[config.mk]
export PLATFORM = sky130hd
export DESIGN_NAME = swap_backtrack_permutation_generator
export DESIGN_NICKNAME = d
export VERILOG_FILES = /design/src/hw/rtl/sbpg_pkg.sv /design/src/hw/rtl/sbpg_swap_store.sv /design/src/hw/rtl/swap_backtrack_permutation_generator.sv
export SDC_FILE = /design/constraint.sdc
export NUM_CORES = 1
export LEC_CHECK = 0
export BUFFER_PORTS_ARGS = -buffer_cell sky130_fd_sc_hd__buf_2
export CELL_PAD_IN_SITES_DETAIL_PLACEMENT = 0
export CELL_PAD_IN_SITES_GLOBAL_PLACEMENT = 1
export CORE_MARGIN = 2
export CORE_UTILIZATION = 49
export CTS_BUF_LIST = sky130_fd_sc_hd__clkbuf_4 sky130_fd_sc_hd__clkbuf_8
export DETAILED_ROUTE_END_ITERATION = 7
export PLACE_DENSITY = 0.94
export SLEW_MARGIN = 25
export SYNTH_ARGS = -nofsm -noshare
export SYNTH_HDL_FRONTEND = slang
export SYNTH_SLANG_ARGS = --single-unit
[constraint.sdc]
create_clock -name clk_i -period 6.5 [get_ports clk_i]
set_input_delay 0 -clock clk_i [delete_from_list [all_inputs] [get_ports clk_i]]
set_output_delay 0 -clock clk_i [all_outputs]
set_load 0.005 [all_outputs]
[src/hw/rtl/sbpg_pkg.sv]
// ----------------------------------------------------------------------------
// sbpg_pkg - shared types for the swap/backtrack permutation generator
// Command codes, sequencer states and the element store control bundle.
// ----------------------------------------------------------------------------
package sbpg_pkg;

  localparam int unsigned SLOTS  = 8;   // positions on the result port
  localparam int unsigned IDX_W  = 3;   // index into the slots
  localparam int unsigned CNT_W  = 4;   // count of elements, 0..SLOTS
  localparam int unsigned ELEM_W = 16;  // element width

  typedef enum logic [1:0] {
    CMD_CLEAR  = 2'd0,
    CMD_APPEND = 2'd1,
    CMD_NEXT   = 2'd2
  } cmd_e;

  typedef enum logic [1:0] {
    ST_IDLE = 2'd0,  // waiting for a transaction
    ST_UNDO = 2'd1,  // undo the swap of the current level
    ST_STEP = 2'd2,  // try the next choice of the level, or back up
    ST_EMIT = 2'd3   // hand the result to the output register
  } state_e;

  typedef struct packed {
    logic              clear;
    logic              wr_en;
    logic [IDX_W-1:0]  wr_idx;
    logic [ELEM_W-1:0] wr_data;
    logic              sw_en;
    logic [IDX_W-1:0]  sw_a;
    logic [IDX_W-1:0]  sw_b;
  } store_ctrl_t;

  typedef logic [SLOTS-1:0][ELEM_W-1:0] elem_vec_t;

endpackage

[src/hw/rtl/sbpg_swap_store.sv]
// ----------------------------------------------------------------------------
// sbpg_swap_store - element store with one shared swap port
// Holds the loaded elements; per cycle does a clear, an append or one swap.
// ----------------------------------------------------------------------------
module sbpg_swap_store
  import sbpg_pkg::*;
(
  input  logic        clk_i,
  input  logic        rst_ni,
  input  store_ctrl_t ctrl_i,
  output elem_vec_t   elems_o
);

  logic [SLOTS-1:0][ELEM_W-1:0] store_q;
  logic [ELEM_W-1:0]            rd_a;
  logic [ELEM_W-1:0]            rd_b;

  // swap unit read side
  assign rd_a = store_q[ctrl_i.sw_a];
  assign rd_b = store_q[ctrl_i.sw_b];

  // clear, append or exchange two slots; a swap of a slot with itself is a no-op
  always_ff @(posedge clk_i or negedge rst_ni) begin
    if (!rst_ni) begin
      store_q <= '0;
    end else if (ctrl_i.clear) begin
      store_q <= '0;
    end else if (ctrl_i.wr_en) begin
      store_q[ctrl_i.wr_idx] <= ctrl_i.wr_data;
    end else if (ctrl_i.sw_en && (ctrl_i.sw_a != ctrl_i.sw_b)) begin
      store_q[ctrl_i.sw_a] <= rd_b;
      store_q[ctrl_i.sw_b] <= rd_a;
    end
  end

  assign elems_o = store_q;

endmodule

[src/hw/rtl/swap_backtrack_permutation_generator.sv]
// ----------------------------------------------------------------------------
// swap_backtrack_permutation_generator - one result per next command
// Loads up to MAX_ELEMENTS values, then walks the swap-and-backtrack search
// with an explicit choice stack, one result per next transaction.
// ----------------------------------------------------------------------------
//
//  channel | direction | handshake               | payload
//  --------+-----------+-------------------------+------------------------------
//  in      | input     | in_valid_i / in_ready_o | command_i, value_i
//  out     | output    | out_valid_o/out_ready_i | elem0_o..elem7_o, length_o,
//          |           |                         | is_final_o, none_left_o
//
//  Clear and append are taken in the idle state. A next for the first
//  permutation or a none_left answer goes from idle straight to the emit
//  step; otherwise it alternates an undo and a step state per level the
//  search backs up (at most 8), as the element store has a single swap port.
//  Reset is asynchronous and leaves an empty, unstarted search.
//  A stalled output holds the result; the block keeps taking transactions
//  and only waits in its emit step while the output register is full.
// ----------------------------------------------------------------------------
module swap_backtrack_permutation_generator
  import sbpg_pkg::*;
#(
  parameter int unsigned MAX_ELEMENTS = 8
) (
  input  logic                     clk_i,
  input  logic                     rst_ni,
  input  logic                     in_valid_i,
  output logic                     in_ready_o,
  input  logic [1:0]               command_i,
  input  logic signed [ELEM_W-1:0] value_i,
  output logic                     out_valid_o,
  input  logic                     out_ready_i,
  output logic signed [ELEM_W-1:0] elem0_o,
  output logic signed [ELEM_W-1:0] elem1_o,
  output logic signed [ELEM_W-1:0] elem2_o,
  output logic signed [ELEM_W-1:0] elem3_o,
  output logic signed [ELEM_W-1:0] elem4_o,
  output logic signed [ELEM_W-1:0] elem5_o,
  output logic signed [ELEM_W-1:0] elem6_o,
  output logic signed [ELEM_W-1:0] elem7_o,
  output logic [CNT_W-1:0]         length_o,
  output logic                     is_final_o,
  output logic                     none_left_o
);

  localparam logic [CNT_W-1:0] Cap = CNT_W'(MAX_ELEMENTS);

  state_e                   state_q, state_d;
  logic [CNT_W-1:0]         count_q;
  logic [SLOTS-1:0][IDX_W-1:0] stack_q;
  logic [CNT_W-1:0]         level_q;
  logic                     started_q, exhausted_q, overflow_q, have_q;
  logic                     out_valid_q;
  elem_vec_t                out_elem_q;
  logic [CNT_W-1:0]         out_len_q;
  logic                     out_final_q, out_none_q;

  store_ctrl_t              ctrl;
  elem_vec_t                elems;
  logic                     accept, out_free, last_leaf;
  cmd_e                     cmd;
  logic [CNT_W-1:0]         lvl_w, next_choice, count_m1;
  logic [IDX_W-1:0]         lvl;
  logic                     choice_ok, next_quick;

  sbpg_swap_store u_store (
    .clk_i   (clk_i),
    .rst_ni  (rst_ni),
    .ctrl_i  (ctrl),
    .elems_o (elems)
  );

  assign in_ready_o = (state_q == ST_IDLE);
  assign accept     = in_valid_i && in_ready_o;
  assign cmd        = cmd_e'(command_i);
  assign out_free   = !out_valid_q || out_ready_i;

  // current level and its next choice
  assign lvl_w       = level_q - CNT_W'(1);
  assign lvl         = lvl_w[IDX_W-1:0];
  assign next_choice = {1'b0, stack_q[lvl]} + CNT_W'(1);
  assign choice_ok   = (next_choice < count_q);
  assign count_m1    = count_q - CNT_W'(1);

  // a next that needs no search walk
  assign next_quick = overflow_q || exhausted_q || !started_q || (count_q == '0);

  // last leaf: every level holds the last choice
  always_comb begin
    last_leaf = 1'b1;
    for (int k = 0; k < SLOTS; k++) begin
      if ((CNT_W'(k) < count_q) && ({1'b0, stack_q[k]} != count_m1)) begin
        last_leaf = 1'b0;
      end
    end
  end

  // next state
  always_comb begin
    state_d = state_q;
    unique case (state_q)
      ST_IDLE: begin
        if (accept && (cmd == CMD_NEXT)) begin
          state_d = next_quick ? ST_EMIT : ST_UNDO;
        end
      end
      ST_UNDO: state_d = ST_STEP;
      ST_STEP: begin
        if (choice_ok || (lvl == '0)) begin
          state_d = ST_EMIT;
        end else begin
          state_d = ST_UNDO;
        end
      end
      ST_EMIT: begin
        if (out_free) begin
          state_d = ST_IDLE;
        end
      end
      default: state_d = ST_IDLE;
    endcase
  end

  // store control
  always_comb begin
    ctrl         = '0;
    ctrl.wr_idx  = count_q[IDX_W-1:0];
    ctrl.wr_data = value_i;
    ctrl.sw_a    = lvl;
    ctrl.sw_b    = stack_q[lvl];
    unique case (state_q)
      ST_IDLE: begin
        if (accept && (cmd == CMD_CLEAR)) begin
          ctrl.clear = 1'b1;
        end
        if (accept && (cmd == CMD_APPEND) && !started_q && (count_q < Cap)) begin
          ctrl.wr_en = 1'b1;
        end
      end
      ST_UNDO: ctrl.sw_en = 1'b1;
      ST_STEP: begin
        ctrl.sw_b  = next_choice[IDX_W-1:0];
        ctrl.sw_en = choice_ok;
      end
      ST_EMIT: ;
      default: ;
    endcase
  end

  always_ff @(posedge clk_i or negedge rst_ni) begin
    if (!rst_ni) begin
      state_q <= ST_IDLE;
    end else begin
      state_q <= state_d;
    end
  end

  // search state
  always_ff @(posedge clk_i or negedge rst_ni) begin
    if (!rst_ni) begin
      count_q     <= '0;
      stack_q     <= '0;
      level_q     <= '0;
      started_q   <= 1'b0;
      exhausted_q <= 1'b0;
      overflow_q  <= 1'b0;
      have_q      <= 1'b0;
    end else begin
      unique case (state_q)
        ST_IDLE: begin
          if (accept) begin
            case (cmd)
              CMD_CLEAR: begin
                count_q     <= '0;
                stack_q     <= '0;
                level_q     <= '0;
                started_q   <= 1'b0;
                exhausted_q <= 1'b0;
                overflow_q  <= 1'b0;
              end
              CMD_APPEND: begin
                if (!started_q) begin
                  if (count_q >= Cap) begin
                    overflow_q <= 1'b1;
                  end else begin
                    count_q <= count_q + CNT_W'(1);
                  end
                end
              end
              CMD_NEXT: begin
                if (overflow_q || exhausted_q) begin
                  have_q <= 1'b0;
                end else if (!started_q) begin
                  // first permutation is the loaded order
                  started_q <= 1'b1;
                  for (int k = 0; k < SLOTS; k++) begin
                    stack_q[k] <= IDX_W'(k);
                  end
                  level_q <= count_q;
                  have_q  <= 1'b1;
                end else if (count_q == '0) begin
                  exhausted_q <= 1'b1;
                  have_q      <= 1'b0;
                end else begin
                  level_q <= count_q;
                end
              end
              default: have_q <= have_q;
            endcase
          end
        end
        ST_UNDO: have_q <= have_q;
        ST_STEP: begin
          if (choice_ok) begin
            // take the next choice here, restart the deeper levels
            stack_q[lvl] <= next_choice[IDX_W-1:0];
            for (int k = 0; k < SLOTS; k++) begin
              if (IDX_W'(k) > lvl) begin
                stack_q[k] <= IDX_W'(k);
              end
            end
            level_q <= count_q;
            have_q  <= 1'b1;
          end else if (lvl == '0) begin
            exhausted_q <= 1'b1;
            level_q     <= '0;
            have_q      <= 1'b0;
          end else begin
            level_q <= lvl_w;
          end
        end
        ST_EMIT: have_q <= have_q;
        default: have_q <= have_q;
      endcase
    end
  end

  // output register
  always_ff @(posedge clk_i or negedge rst_ni) begin
    if (!rst_ni) begin
      out_valid_q <= 1'b0;
    end else if ((state_q == ST_EMIT) && out_free) begin
      out_valid_q <= 1'b1;
    end else if (out_ready_i) begin
      out_valid_q <= 1'b0;
    end
  end

  always_ff @(posedge clk_i) begin
    if ((state_q == ST_EMIT) && out_free) begin
      for (int k = 0; k < SLOTS; k++) begin
        out_elem_q[k] <= (have_q && (CNT_W'(k) < count_q)) ? elems[k] : '0;
      end
      out_len_q   <= have_q ? count_q : '0;
      out_final_q <= have_q && last_leaf;
      out_none_q  <= !have_q;
    end
  end

  assign out_valid_o = out_valid_q;
  assign elem0_o     = out_elem_q[0];
  assign elem1_o     = out_elem_q[1];
  assign elem2_o     = out_elem_q[2];
  assign elem3_o     = out_elem_q[3];
  assign elem4_o     = out_elem_q[4];
  assign elem5_o     = out_elem_q[5];
  assign elem6_o     = out_elem_q[6];
  assign elem7_o     = out_elem_q[7];
  assign length_o    = out_len_q;
  assign is_final_o  = out_final_q;
  assign none_left_o = out_none_q;

  // the walk only runs inside a started search
  a_walk_started : assert property (@(posedge clk_i) disable iff (!rst_ni)
    ((state_q == ST_UNDO) || (state_q == ST_STEP)) |-> started_q)
    else $error("search walk without a started search");

  // a none_left answer carries no permutation
  a_none_empty : assert property (@(posedge clk_i) disable iff (!rst_ni)
    (out_valid_o && none_left_o) |-> ((length_o == '0) && !is_final_o))
    else $error("none_left result with permutation data");

  // a result never exceeds the capacity
  a_len_cap : assert property (@(posedge clk_i) disable iff (!rst_ni)
    out_valid_o |-> (length_o <= Cap))
    else $error("result length above capacity");

  // the count never passes the capacity
  a_count_cap : assert property (@(posedge clk_i) disable iff (!rst_ni)
    (accept && (cmd == CMD_APPEND)) |=> (count_q <= Cap))
    else $error("element count above capacity");

endmodule

Word level (Yosys, flattened, before mapping)
Index checks and enable logic that the tools add are counted.
{ "totals": {"output_inout_bits": 136, "reg_bits": 301} }
{ "classes": {"eq_ne": 33, "magnitude_cmp": 25, "n_reduce_logical": 54, "bitwise": 1, "muxes": 87, "n_addsub": 4} }
{ "op_table": {"columns": ["operator", "count"], "rows": [
  ["bitwise mux 128 bit", 3],
  ["2-to-1 mux 128 bit", 3],
  ["demux 16 bit (select 3 bit)", 3],
  ["binary-select mux 16 bit (select 3 bit)", 2],
  ["2-to-1 mux 24 bit", 4],
  ["one-hot mux 24 bit (2 select lines)", 2],
  ["2-to-1 mux 16 bit", 5],
  ["2-to-1 mux 3 bit", 11],
  ["2-to-1 mux 4 bit", 8],
  ["inequality test 3 x 4 -> 1 bit", 8],
  ["logical AND 1 bit", 28],
  ["2-to-1 mux 1 bit", 28],
  ["bitwise mux 24 bit", 1],
  ["one-hot mux 4 bit (2 select lines)", 3],
  ["AND reduction 5 bit", 4],
  ["less-than comparator 3 x 4 -> 1 bit (first input constant)", 4],
  ["inequality test 3 bit (second input constant)", 5],
  ["inequality test 2 bit (second input constant)", 7],
  ["> comparator 3 bit (first input constant)", 4],
  ["less-than comparator 3 x 4 -> 1 bit (second input constant)", 3],
  ["one-hot mux 1 bit (2 select lines)", 6],
  ["2-to-1 mux 2 bit", 5],
  ["binary-select mux 3 bit (select 3 bit)", 1],
  ["demux 3 bit (select 3 bit)", 1],
  ["32 further kinds", 55]
]} }

Depth between registers and ports, before layout
Gate-level depths: netlist (run 1).
{ "logic_depth": {"depth_word": 13, "ltp_mapped": 23, "ltp_nobuf": 16} }

Cells and area by module
From an unflattened synthesis (run 1), not the netlist that was laid out.
{ "hier_totals": {"cells_unflattened": 1634, "hier_area_um2": 17695.7} }
{ "modules_own_cells": {"columns": ["module", "n_inst", "area_per_inst_um2", "seq_area_each_um2", "cells_per_inst"], "rows": [
  ["sbpg_swap_store", 1, 9726.8, 3203.1, 988],
  ["swap_backtrack_permutation_generator", 1, 7968.9, 4974.8, 646]
]} }

Worst setup path before layout (run 1)
Ideal clock, no wire load.
{ "synth_path": {"kind": "register to register", "startpoint": "reg level_q[0]", "endpoint": "reg u_store.store_q, in the netlist u_store.elems_o[119]", "setup_time_ns": 0.125, "path_stages_with_launch": 21, "path_slack_ns": 1.068, "arrival_ns": 5.308, "synth_period_minus_slack_ns": 5.432, "cell_sequence": "dfrtp_1 buf_6 clkinv_1 buf_1 ha_1 xor2_4 mux4_2 and3_2 inv_2 ha_1 xnor2_1 ha_1 a21o_1 a2111o_1 o221ai_1 a21o_1 and3_1 clkbuf_1 and2_1 buf_2 mux2_2"} }
{ "synth_between": {"elab_chain_cells": 13} }
{ "synth_rtl": {"columns": ["element", "line_no", "source"], "rows": [
  ["from (decl)", "swap_backtrack_permutation_generator.sv:52", "logic [CNT_W-1:0] level_q;"],
  ["from (signal assigned)", "swap_backtrack_permutation_generator.sv:200", "level_q <= count_q;"],
  ["from (signal assigned)", "swap_backtrack_permutation_generator.sv:206", "level_q <= count_q;"],
  ["from (signal assigned)", "swap_backtrack_permutation_generator.sv:223", "level_q <= count_q;"],
  ["subtractor 4 x 1 -> 4 bit *", "swap_backtrack_permutation_generator.sv:80", "assign lvl_w = level_q - CNT_W'(1);"],
  ["binary-select mux 3 bit (select 3 bit)", "swap_backtrack_permutation_generator.sv:82, swap_backtrack_permutation_generator.sv:131", null],
  ["2-to-1 mux 3 bit (not written as such)", "swap_backtrack_permutation_generator.sv:82, swap_backtrack_permutation_generator.sv:131", null],
  ["adder 3 x 1 -> 4 bit", "swap_backtrack_permutation_generator.sv:82", "assign next_choice = {1'b0, stack_q[lvl]} + CNT_W'(1);"],
  ["2-to-1 mux 3 bit", "swap_backtrack_permutation_generator.sv:132", "unique case (state_q)"],
  ["less-than comparator 3 x 4 -> 1 bit (not written as such) or >= comparator 3 x 1 -> 1 bit (tied branches)", "sbpg_swap_store.sv:32", "store_q[ctrl_i.sw_b] <= rd_a;"],
  ["logical AND 1 bit (not written as such)", "sbpg_swap_store.sv:32", null],
  ["2-to-1 mux 16 bit (not written as such)", "sbpg_swap_store.sv:32", null],
  ["demux 16 bit (select 3 bit)", null, null],
  ["bitwise mux 128 bit", "sbpg_swap_store.sv:32", null],
  ["2-to-1 mux 128 bit", "sbpg_swap_store.sv:30", "end else if (ctrl_i.sw_en && (ctrl_i.sw_a != ctrl_i.sw_b)) begin"],
  ["2-to-1 mux 128 bit", "sbpg_swap_store.sv:28", "end else if (ctrl_i.wr_en) begin"],
  ["2-to-1 mux 128 bit", "sbpg_swap_store.sv:26", "end else if (ctrl_i.clear) begin"],
  ["to (signal, indexed assignment)", "sbpg_swap_store.sv:29", "store_q[ctrl_i.wr_idx] <= ctrl_i.wr_data;"],
  ["to (signal, indexed assignment)", "sbpg_swap_store.sv:31", "store_q[ctrl_i.sw_a] <= rd_b;"],
  ["to (signal, indexed assignment)", "sbpg_swap_store.sv:32", null],
  ["to (decl)", "sbpg_swap_store.sv:14", "logic [SLOTS-1:0][ELEM_W-1:0] store_q;"]
]} }
Every way passes the cells marked *; elsewhere a longest branch is shown, timed or not. The select of a mux whose other input is x is not followed.
A chain may end at the register's enable or synchronous reset.

Final worst setup path (run 1)
{ "layout_path": {"startpoint": "reg level_q[0]", "endpoint": "reg u_store.store_q, in the netlist u_store.elems_o[43]"} }
Same word-level chain as after synthesis.

==> key figures, run 1 <==
Yosys
  – Synthesis Warnings: 0
  – Yosys reg bits: 300
  – Syn Area/Cell: roughly 9.8 µm²
  – Cell area after synthesis: 18600 µm²
  – Top_reg_cell synth: dfrtp_1
  – Cells after synthesis: ~1900
  – Seq/Total Area, Yosys: between 40% and 50%
  – Post-synth EDFFs: approximately 130
  – Synth area leaders: dfrtp_1 22%, edfxtp_1 22%, a21oi_1 5.4%, a22oi_1 4.5%, a31oi_1 4.0%
  – Cell accounting for the most synthesized area: dfrtp_1
  – Synth top area share: about 22%
  – Syn nets: about 2000
  – Number of distinct library cells after synthesis: between 70 and 80
  – Async SR Flop Fraction: between 50% and 60%

Worst setup path
  – CP max stage cell: and2_1
  – CP Cell Sequence: clkinv_1 -> ha_1 -> nand2b_1 -> mux4_2 -> and3_2 -> inv_2 -> ha_1 -> xnor2_1 -> ha_1 -> a21o_1 -> a2111o_1 -> o221ai_1 -> a21o_1 -> nor3b_2 -> buf_4 -> and2_1 -> mux2_2
  – CP delay by family, top: simple AND/OR/NAND/NOR gates
  – FF-to-FF path depth: 17
  – CP bufs+invs: 3
  – Crit path kind: reg -> reg
  – Worst Setup Start Kind: flip-flop
  – Crit-path max cell delay: 0.67 ns
  – FF-to-FF End: u_store.elems_o[43]$_DFFE_PN0P_
  – CP endpoint kind: flip-flop
  – Critical Path RT: about 7.0 ns
  – Worst r2r src: level_q[0]$_DFFE_PN0P_
  – CP Data Arrival Time: approximately 6.7 ns
  – Critical Path Most Common Cell: ha_1
  – Flop-to-flop setup slack: around 0.35 ns
  – CP max FO: 16

Global routing
  – Vias in the first global route: 17300
  – GRT Overall Usage: between 30 and 40%
  – First-pass GRT wire length: approximately 110 mm
  – Pin count of the biggest net entering global routing: about 80
  – Total global routing overflow: 0
  – Initial antenna violation count: 2

Timing
  – Fin crit share: 94.6%
  – RSZ-0062 raised after global routing: no
  – Slew Limit Headroom: 22.4%
  – Crit path time final: 6.15 ns
  – Fmax: 163 MHz
  – Slew @ Worst Pin: around 1.2 ns
  – Setup TNS: 0 ns
  – Final Hold Fails: 0
  – Final setup viols: 0
  – Fin. max-slew vios: 0
  – Clk_skew: 0.0232 ns

Floorplanning
  – Boundary Pins: around 160
  – Core ar.: around 38000 µm²
  – Row Count: just over 70
  – Die H: approximately 200 µm
  – Initial Util: 49.6%
  – Die width: a little under 200 µm
  – Die area: roughly 40000 µm²

Drt
  – Via density: a little under 7
  – Via count: ~18000
  – Initial DRC count: 2694
  – Routed Antenna Nets: 0
  – WL/cell: slightly below 30 µm
  – First-pass DRT Iterations: 7
  – DRC: 0
  – Routed WL: 77.3 mm

Clocking
  – CTS sink cnt: 300
  – Clk buf depth: 3
  – Clk root buf: clkbuf_8
  – CTS tree: yes
  – Clk slew on worst S/H paths: 0.06 ns
  – Skew-Pair Late Insertion Delay: between 0.6 and 0.7 ns
  – Post-CTS Resized: 0
  – # H-tree levels: 2
  – Post-CTS Setup Bufs: 0
  – Hold-fix buffers, CTS: 25
  – Inserted Clock Buffers: 52

Finish
  – Layout cells sized above 1: between 20% and 30%
  – Final net count: approximately 2100
  – Layout area overhead: 15.3%

Hold path
  – Worst Hold Path Cells: 5
  – Worst Min Path Start: out_ready_i
  – Hold crit path type: in -> reg
  – Min-Delay Endpoint: out_valid_o$_DFFE_PN0P_

Place
  – Final GP Congestion: a little under 1
  – DPL Wire Length: roughly 50 mm
  – Port Buf Inserts: 157

Job
  – Max-Cap Viols: 0

Outcome
  – Status: completed
[tightest hold or removal path, delay by kind of cell]
family / cells / cell delay [ns]
buffers and inverters: 3 / 0.66
AND/OR/NAND/NOR: 2 / 0.12
[routing by layer]
layer | vias up | track usage [%] | wire length (µm)
li1 | 7525 | - | -
met5 | - | 0 | 0
met4 | 0 | 19.7 | 4280
met3 | 339 | 12.9 | 10500
met2 | 1460 | 55.3 | 32100
met1 | 8665 | 53.5 | 30400
[Yosys cell counts (all sizes together) (7+ instances only)]
master and count:
a21oi 200, dfrtp 166, edfxtp 134, nand3 134, a31oi 119, and2 117
nand2 113, a22oi 112, nor2 104, buf 86, clkbuf 81, o21a 77
mux2i 63, o21ai 57, nor3 42, a32oi 28, mux2 28, mux4 26
xnor2 25, and3 23, nor2b 21, o31ai 17, ha 16, inv 14
or3 11, o2bb2ai 9, a32o 8, xor2 8, nand2b 7, o221ai 7
[stage by stage]
| step | setup slack (ns) | hold slack (ns) | utilization, % | instance area [µm²] | std cells |
|---|---|---|---|---|---|
| after detailed placement | 0.507 | 0.0646 | 53.1 | 19900 | 2471 |
| final | 0.350 | 0.170 | 57.1 | 21500 | 2598 |
| after floorplan | 1.07 | -0.296 | - | 18600 | 1909 |
| after global placement | 0.560 | 0.0599 | 52.8 | 19900 | 2468 |
| after CTS | 0.454 | 0.132 | 57.0 | 21400 | 2594 |
| after global routing | 0.0764 | 0.202 | 57.1 | 21500 | 2596 |
[cell usage in the layout (no fill, tap or decap), types with 24 or more instances in the layout]
cell           netlist  final
buf_4               11     57
dfrtp_1            166    166
clkbuf_8             0     58
nand3_1            134    134
mux2i_1             61     61
o21a_1              77     77
mux4_2              26     26
mux2_2              25     25
a32oi_2             26     26
buf_2               46    156
nand2_1            113    113
edfxtp_1           134    134
nor2_1             101     93
a22oi_1            112    112
nor3_1              42     36
and2_1             117    114
o21ai_0             53     53
a21oi_1            200    199
a31oi_1            119    119
dlygate4sd3_1        0     24
[cells by family after synthesis]
logic type,after synthesis,share of synthesized area [%]
AOI/OAI and AO/OA,672,24.5
and+or+nand+nor,586,15.8
DFF,300,43.9
buffers and inverters,185,4.42
muxes,117,8.35
xor gates and xnor gates,33,1.87
adders and majority gates,16,1.07
[worst max path at each step]
stage,startpoint,to,slack [ns],cells past startpoint
floorplan,level_q[0]$_DFFE_PN0P_,u_store.elems_o[119]$_DFFE_PN0P_,1.07,20
global placement,level_q[0]$_DFFE_PN0P_,u_store.elems_o[43]$_DFFE_PN0P_,0.56,17
detailed placement,level_q[0]$_DFFE_PN0P_,u_store.elems_o[43]$_DFFE_PN0P_,0.51,17
CTS,level_q[0]$_DFFE_PN0P_,u_store.elems_o[43]$_DFFE_PN0P_,0.45,17
global route,level_q[0]$_DFFE_PN0P_,u_store.elems_o[43]$_DFFE_PN0P_,0.08,17
finish,level_q[0]$_DFFE_PN0P_,u_store.elems_o[43]$_DFFE_PN0P_,0.35,17
[flip-flops by register name, summed over array words and instances, names as in the netlist]
name             cells
elem0_o             16
count_q              4
overflow_q           1
elem2_o             16
length_o             4
elem7_o             16
elem4_o             16
is_final_o           1
elem5_o             16
level_q              3
stack_q             24
u_store.elems_o    128
exhausted_q          1
elem1_o             16
elem3_o             16
none_left_o          1
have_q               1
elem6_o             16
state_q              2
out_valid_o          1
started_q            1
[layout make-up]
type                       count  area (µm²)
multi-input combinational   1424        9750
sequential                   300        8180
antenna                        2        5.00
inverter                      18        67.6
clock buffer                  68         873
timing repair buffer         245        1620
clock inverter                30         340
fill                        3266       16100
tap                          511         639
Power of run 1 is not shown: default switching activity piles up to over one toggle a cycle in this logic, so the estimate is an artifact.
==> run 2, diff against run 1 <==
==> constraint.sdc (replaced) <==
create_clock -name clk_i -period 6.5 [get_ports clk_i]
set_input_delay 0.975 -clock clk_i [delete_from_list [all_inputs] [get_ports clk_i]]
set_output_delay 0.975 -clock clk_i [all_outputs]
set_load 0.005 [all_outputs]
==> run 2 against run 1 <==
Against the previous run: global-route usage fell by 1.0 points; critical path depth did not move; setup slack improved by 0.099 ns; cell count fell by 1.2%; sequential share of layout area rose by 0.83 points; die area did not move; register-to-register slack improved by 0.099 ns; non-clock buffer count fell by 29; sequential cell count did not move; largest cell class unchanged; routed wire length fell by 2.4%.
==> key figures, run 2 (synthesis results as in run 1) <==
Global routing
  – Vias in the first global route: 17500 (+1.5%)
  – Pin count of the biggest net entering global routing: 97 (+24%)
  – Initial antenna violation count: 6 (+4)
  – Total global routing overflow: 0 (unchanged)
  – GRT Overall Usage: 38.1% (-1.0 points)
  – First-pass GRT wire length: 111 mm (-2.2%)

Drt
  – Initial DRC count: 2731 (+1.4%)
  – First-pass DRT Iterations: 8 (+1)
  – Via count: 18200 (+1.4%)
  – WL/cell: 29.4 µm (-1.3%)
  – Via density: 7.10 (+2.6%)
  – DRC: 0 (unchanged)
  – Routed Antenna Nets: 0 (unchanged)
  – Routed WL: 75.4 mm (-2.4%)

Finish
  – Final net count: 2050 (-1.4%)
  – Layout cells sized above 1: 20.5% (+0.20 points)
  – Sequential Area: 8180 µm² (unchanged)
  – Max FFs per register: 128 (unchanged)
  – # fillers: 3310 (+1.3%)
  – Area of the multi-input gates: 9740 µm² (-0.15%)
  – Commonest non-fill, non-tap cell in the layout: a21oi_1
  – Commonest cells after routing, fill and taps aside: 199 x a21oi_1, 166 x dfrtp_1, 156 x buf_2
  – Layout area overhead: 12.8%

Timing
  – Crit path time final: 6.05 ns (-0.0985 ns)
  – Fin crit share: 93.1% (-1.5 points)
  – Fmax: 165 MHz (+1.6%)
  – Setup TNS: 0 ns (unchanged)
  – Clk_skew: 0.0277 ns (+0.00451 ns)
  – Fin. max-slew vios: 0 (unchanged)
  – Final hold slack: 0.180 ns (+0.00944 ns)
  – RSZ-0062 raised after global routing: no
  – Final Hold Fails: 0 (unchanged)
  – Slew Limit Headroom: 23.9% (+1.5 points)
  – Slew @ Worst Pin: 1.14 ns (-0.0231 ns)
  – Final setup viols: 0 (unchanged)

Worst setup path
  – CP max FO: 16 (unchanged)
  – CP endpoint kind: flip-flop
  – Critical Path RT: 7.07 ns (+0.03 ns)
  – Worst Setup Start Kind: flip-flop
  – Crit path kind: reg -> reg
  – CP Data Arrival Time: 6.62 ns (-0.07 ns)

Clocking
  – Inserted Clock Buffers: 52 (unchanged)
  – # H-tree levels: 2 (unchanged)
  – CTS sink cnt: 300 (unchanged)
  – Hold-fix buffers, CTS: 0 (-100%)
  – Post-CTS Setup Bufs: 0 (unchanged)
  – Clk root buf: clkbuf_8
  – Post-CTS Resized: 0 (unchanged)
  – Clk buf depth: 3 (unchanged)
  – Clk slew on worst S/H paths: 0.07 ns (about the same)
  – CTS tree: yes
  – Skew-Pair Late Insertion Delay: 0.69 ns (+0.03 ns)

Place
  – Port Buf Inserts: 157 (unchanged)
  – DPL Wire Length: 48.5 mm (-2.5%)
  – Final GP Congestion: 0.994 (+3.2%)

Hold path
  – Hold crit path type: in -> async

Floorplanning
  – Initial Util: 49.6% (unchanged)
  – Die width: 199 µm (unchanged)
  – Boundary Pins: 158 (unchanged)
  – Die H: 199 µm (unchanged)
  – Row Count: 71 (unchanged)
  – Die area: 39600 µm² (unchanged)
  – Core ar.: 37600 µm² (unchanged)

Outcome
  – Status: completed

Job
  – Max-Cap Viols: 0 (unchanged)
-- run 2: cell types whose count changed in the layout (fill, tap and decap cells not counted), moves of 3 or more --
cell and change:
clkinv_2 +4, dlygate4sd3_1 -24, clkinv_1 -5, buf_16 -3, clkbuf_4 +5, bufinv_16 -4
-- run 2: through the flow --
stage                     area, µm²  util, %  setup WS [ns]  cells
final                         21000     55.9          0.448   2567
after global routing          21000     55.9          0.290   2566
after global placement        19800     52.7          0.722   2465
after detailed placement      19800     52.8          0.605   2466
after floorplan               18600        -           1.07   1909
after CTS                     20900     55.7          0.576   2563
-- run 2: final timing paths --
kind | slack (ns) | cells past startpoint | to | start
worst max-delay path | 0.45 | 17 | u_store.elems_o[59]$_DFFE_PN0P_ | level_q[1]$_DFFE_PN0P_
worst min-delay path | 0.18 | 1 | u_store.elems_o[71]$_DFFE_PN0P_ | rst_ni
worst max register to register | 0.45 | 17 | u_store.elems_o[59]$_DFFE_PN0P_ | level_q[1]$_DFFE_PN0P_
worst min register to register | 0.52 | 1 | exhausted_q$_DFFE_PN0P_ | exhausted_q$_DFFE_PN0P_
max in group asynchronous | 5.20 | 3 | u_store.elems_o[86]$_DFFE_PN0P_ | rst_ni
min in group clk_i | 0.52 | 1 | exhausted_q$_DFFE_PN0P_ | exhausted_q$_DFFE_PN0P_
-- run 2: cell type report --
cell class | count | share of cell area (%)
Clock inverter | 26 | 1.10
Timing Repair Buffer | 216 | 6.06
Tap cell | 511 | 3.04
Multi-Input combinational cell | 1424 | 46.3
Antenna cell | 1 | 0.0119
Inverter | 18 | 0.322
Clock buffer | 71 | 4.20
Sequential cell | 300 | 38.9
-- run 2: critical path, stage by stage (launching register included) --
cell	delay [ns]
dfrtp_1	0.40
inv_1	0.10
ha_1	0.35
xor2_4	0.37
mux4_2	0.56
and3_2	0.23
inv_2	0.12
ha_1	0.22
xnor2_1	0.39
ha_1	0.38
a21o_1	0.18
a2111o_1	0.42
o221ai_1	0.18
a21o_1	0.29
and3_1	0.21
buf_4	0.28
and2_1	0.83
mux2_2	0.43
-- run 2: metal layers --
| metal | vias up | wire length, µm | part of all wire (%) | global-route usage [%] |
|---|---|---|---|---|
| li1 | 7476 | - | - | - |
| met5 | - | 46 | 0.061 | 0 |
| met3 | 427 | 11300 | 15 | 14.6 |
| met1 | 8626 | 28500 | 38 | 50.7 |
| met4 | 8 | 4960 | 6.6 | 22.2 |
| met2 | 1695 | 30600 | 41 | 52.7 |
Power of run 2 is left out for the same reason.
